==> src/hw/rtl/sai_pkg.sv <==
// Package for the set-associative id index: sizes, field types, action codes
// and the command and status structs shared by the controller and the datapath.
// No dependencies.
package sai_pkg;

   localparam int NUM_SETS = 1024;
   localparam int WAYS     = 8;

   localparam int ID_W    = 31;
   localparam int LOC_W   = 15;
   localparam int RID_W   = 32;
   localparam int OCC_W   = 14;
   localparam int SETS_W  = 11;
   localparam int SET_W   = (NUM_SETS > 1) ? $clog2(NUM_SETS) : 1;
   localparam int WAY_W   = (WAYS > 1) ? $clog2(WAYS) : 1;
   // The first remainder estimate stays below twice the set count.
   localparam int MOD_W   = $clog2(2 * NUM_SETS);
   localparam int RECIP_W = 32;
   localparam int PROD_W  = ID_W + RECIP_W;
   localparam int DIV_CNT_W = $clog2(RECIP_W + 1);

   localparam logic ACT_LOOKUP = 1'b0;
   localparam logic ACT_ADD    = 1'b1;

   typedef struct packed {
      logic            action;
      logic [ID_W-1:0] id;
      logic            batch_end;
   } req_type;

   typedef struct packed {
      logic signed [LOC_W-1:0] location;
      logic                    found;
      logic signed [RID_W-1:0] return_id;
      logic [OCC_W-1:0]        occupied;
      logic                    last_out;
   } rsp_type;

   typedef struct packed {
      logic            valid;
      logic [ID_W-1:0] id;
   } entry_type;

   typedef entry_type [WAYS-1:0] row_type;

   localparam int ROW_W = $bits(row_type);

   typedef struct packed {
      logic restart;
      logic clear_step;
      logic load;
      logic mul;
      logic qd;
      logic rd;
      logic cmp;
   } cmd_type;

   typedef struct packed {
      logic clear_last;
      logic recip_done;
   } status_type;

endpackage

==> src/hw/rtl/sai_ctrl.sv <==
// Controller of the set-associative id index: sequences the clearing pass
// and the steps of one item. Depends on sai_pkg.
module sai_ctrl (
   input  logic                 clock,
   input  logic                 reset,
   input  logic                 start,
   input  logic                 csr_fire,
   input  sai_pkg::status_type  status,
   output sai_pkg::cmd_type     cmd,
   output logic                 busy
);
   import sai_pkg::*;

   typedef enum logic [2:0] {
      ST_CLEAR,
      ST_IDLE,
      ST_MUL,
      ST_QD,
      ST_RD,
      ST_CMP
   } state_type;

   state_type state_ff, state_in;
   logic      busy_ff;

   always_comb begin
      state_in = state_ff;
      unique case (state_ff)
         ST_CLEAR: begin
            if (status.clear_last && status.recip_done) begin
               state_in = ST_IDLE;
            end
         end
         ST_IDLE: begin
            if (start) begin
               state_in = ST_MUL;
            end
         end
         ST_MUL:  state_in = ST_QD;
         ST_QD:   state_in = ST_RD;
         ST_RD:   state_in = ST_CMP;
         ST_CMP:  state_in = ST_IDLE;
         default: state_in = ST_CLEAR;
      endcase
      // A register write changes the slot mapping, so the store is swept again.
      if (csr_fire) begin
         state_in = ST_CLEAR;
      end
   end

   always_ff @(posedge clock) begin
      if (reset) begin
         state_ff <= ST_CLEAR;
         busy_ff  <= 1'b1;
      end else begin
         state_ff <= state_in;
         busy_ff  <= (state_in != ST_IDLE);
      end
   end

   always_comb begin
      cmd            = '0;
      cmd.restart    = csr_fire;
      cmd.clear_step = (state_ff == ST_CLEAR);
      cmd.load       = (state_ff == ST_IDLE) && start;
      cmd.mul        = (state_ff == ST_MUL);
      cmd.qd         = (state_ff == ST_QD);
      cmd.rd         = (state_ff == ST_RD);
      cmd.cmp        = (state_ff == ST_CMP);
   end

   assign busy = busy_ff;

endmodule

==> config.mk <==
export PLATFORM = sky130hd
export DESIGN_NAME = sai_ctrl
export DESIGN_NICKNAME = d
export VERILOG_FILES = /design/src/hw/rtl/sai_pkg.sv /design/src/hw/rtl/sai_ctrl.sv
export SDC_FILE = /design/constraint.sdc
export NUM_CORES = 1
export LEC_CHECK = 0
export ABC_AREA = 1
export BUFFER_PORTS_ARGS = -buffer_cell sky130_fd_sc_hd__buf_2
export CAP_MARGIN = 20
export CORE_AREA = 2 2 39 41
export DETAILED_ROUTE_END_ITERATION = 7
export DIE_AREA = 0 0 41 43
export GPL_TIMING_DRIVEN = 1
export SLEW_MARGIN = 20
export SYNTH_ARGS = -nofsm -noshare
export SYNTH_HDL_FRONTEND = slang
export SYNTH_SLANG_ARGS = --single-unit
export TNS_END_PERCENT = 1
==> constraint.sdc <==
create_clock -name clock -period 0.95 [get_ports clock]
set_input_delay 0.19 -clock clock [delete_from_list [all_inputs] [get_ports clock]]
set_output_delay 0.19 -clock clock [all_outputs]
set_load 0.005 [all_outputs]
==> results.sh <==
export IMPL_outcome="complete, but fails checks"
export IMPL_failed_checks="setup timing"
export IMPL_finalCritPeriodShare_pct=122
export IMPL_num_rows=14
export IMPL_critPathSlowestCell="dfxtp_4"
export IMPL_dp_hpwl_um=431
export IMPL_fin_skew_ns=0.000139
export IMPL_synth_largest_area_cell="dfxtp_1"
export IMPL_yosys_top_cells_area="dfxtp_1 33%, inv_1 13%, nand2_1 13%"
export IMPL_critPathMaxFanout=3
export IMPL_crit_path_start_kind="flip-flop"
export IMPL_gp_congestion=0.740
export IMPL_p_per_area_nw_per_um2=1080
export IMPL_setup_tns_ns=-1.02
export IMPL_h_tree_depth=1
export IMPL_synthArstFlopShare_pct=0
export IMPL_drt_pass1_iter_count=4
export IMPL_max_vdd_ir_drop_mv=0.427
export IMPL_p_leak_nw=0.219
export IMPL_crit_chain="buf_6 -> nor3_2 -> buf_2"
export IMPL_ys_warn_count=0
export IMPL_ant_nets=0
export IMPL_clk_insertion_delay_late_ns=0.23
export IMPL_num_vias=283
export IMPL_die_h_um=43
export IMPL_synth_area_um2=240
export IMPL_drt_total_wl_um=567
export IMPL_antenna_cells=0
export IMPL_vias_per_cell=3.93
export IMPL_grt_pass1_wl_um=917
export IMPL_io_pins=14
export IMPL_clock_path_buffers=2
export IMPL_io_buffers=13
export IMPL_period_minus_slack_ns=1.16
export IMPL_die_area_um2=1760
export IMPL_yosysTopAreaCellShare_pct=33.3
export IMPL_instances_no_fill=72
export IMPL_yosysSeqAreaShare_pct=33.3
export IMPL_holdBufCountCts=0
export IMPL_clock_sinks=4
export IMPL_nets=64
export IMPL_n_fill_cell=161
export IMPL_drt_iter0_drc=1
export IMPL_dpl_cell_area_um2=325
export IMPL_drive_gt1_share_pct=55.4
export IMPL_hold_viol_final=0
export IMPL_worstMarginPinSlew_ns=0.160
export IMPL_cts_root_buffer="clkbuf_4"
export IMPL_cpPeakStageDelay_ns=0.35
export IMPL_ys_ff_latch=4
export IMPL_cts_tree="yes"
export IMPL_worstSetupPathType="flip-flop to output pin"
export IMPL_fin_ws_ns=-0.209
export IMPL_critPathRequiredTime_ns=0.76
export IMPL_synth_edff_count=0
export IMPL_syn_avg_cell_area_um2=6.16
export IMPL_grt_setup_unrepaired="true"
export IMPL_path_clk_slew_ns=0.04
export IMPL_drc=0
export IMPL_fin_area_um2=395
export IMPL_finalSetupViolCount=6
export IMPL_arrival_ns=0.97
export IMPL_endpoint_kind="output pin"
export IMPL_grt_max_degree=8
export IMPL_initial_core_util_pct=17.4
export IMPL_antenna_found_initial=0
export IMPL_synthDistinctLibCells=14
export IMPL_synth_commonest_cells="8 x inv_1, 8 x nand2_1, 5 x nor2_1, 4 x dfxtp_1, 4 x nand3_1"
export IMPL_fmax_mhz=863
export IMPL_grt_ovfl_total=0
export IMPL_cap_violations=0
export IMPL_hold_class="input port to flip-flop"
export IMPL_drt_wirelength_per_cell_um=7.88
export IMPL_place_ws_ns=-0.0973
export IMPL_coreArea_um2=1380
export IMPL_grt_usage_pct=7.94
export IMPL_yosys_most_used_dff="dfxtp_1"
export IMPL_cts_made_buffers=3
export IMPL_utilization_pct=28.6
export IMPL_relSlewSlack_pct=89.2
export IMPL_place_inst=68
export IMPL_grt_pass1_vias=259
export IMPL_drv_slew=0
export IMPL_synth_nets=45
export IMPL_syn_inst=39
export IMPL_syn_to_final_growth_pct=64.6
export IMPL_die_x_um=41
report_power, final:
part | internal, mW | leakage (nW) | switching (mW)
sequential | 0.168 | 0.0345 | 0.00382
combinational | 0.0265 | 0.171 | 0.0259
clock | 0.141 | 0.0138 | 0.0632
total | 0.335 | 0.219 | 0.0929
state kept, by name, summed over array words and instances, names as in the netlist:
signal and cells:
busy 1, state_ff 3
stage by stage:
stage,power (mW),hold WS [ns]
CTS,0.435,0.117
detailed placement,0.222,0.368
global route,0.465,0.116
finish,0.428,0.120
floorplan,0.204,0.262
global placement,0.222,0.361
cells in the final DEF, fill, tap and decap left out:
cell type / n
buf_2: 13
inv_1: 7
nand2_1: 7
nor2_1: 3
nand3_1: 3
clkbuf_4: 3
inv_4: 2
nor2_2: 2
nor2_4: 2
o21ai_1: 2
dfxtp_4: 2
nor3_2: 1
nand2_2: 1
nor3_1: 1
nand3_2: 1
or2_2: 1
or2_0: 1
dfxtp_1: 1
buf_4: 1
buf_6: 1
dfxtp_2: 1
layout make-up:
class / instances / area, µm² / area share (%)
Clock buffer: 3 / 22.5 / 5.70
Multi-Input combinational cell: 25 / 141 / 35.8
Inverter: 9 / 38.8 / 9.81
Sequential cell: 4 / 88.8 / 22.5
Tap cell: 16 / 20.0 / 5.06
Timing Repair Buffer: 15 / 83.8 / 21.2
kinds of logic (layout without fill, tap and decap cells):
family	count (synthesis)	in the layout	share of synthesized area, %
AOI/OAI and AO/OA	2	2	4.16
and+or+nand+nor	23	23	45.3
DFF	4	4	33.3
buffers and inverters	10	27	17.2
final timing paths:
path                                             start                     end  slack [ns]  cells past startpoint
worst max-delay path            state_ff[0]$_SDFF_PP0_                  cmd[5]       -0.21                      3
worst min-delay path                             reset  state_ff[1]$_SDFF_PP0_        0.12                      2
worst max register to register  state_ff[2]$_SDFF_PP0_         busy$_SDFF_PP1_        0.01                      6
worst min register to register  state_ff[0]$_SDFF_PP0_  state_ff[2]$_SDFF_PP0_        0.64                      4
critical path: cells and delay by family, from the launching register on:
family / cells / cell delay, ns
DFF: 1 / 0.35
and+or+nand+nor: 1 / 0.15
buffers and inverters: 2 / 0.24
routing by layer:
metal  vias to the layer above  part of all wire [%]  global-route usage (%)
met2                        13                    49                    12.2
met4                         0                   1.2                    6.00
met3                         2                    11                    3.14
li1                        150                     -                       -
met1                       118                    39                    8.06
met5                         -                     0                       0
repair_timing:
| item | 4_1_cts | 5_1_grt |
|---|---|---|
| buffers inserted | 1 | 0 |
| gates resized for setup | 10 | 6 |
| setup endpoints to repair | 9 | 10 |
| pin swaps | 1 | 3 |
Note: power is estimated with default switching activity, not from simulation.
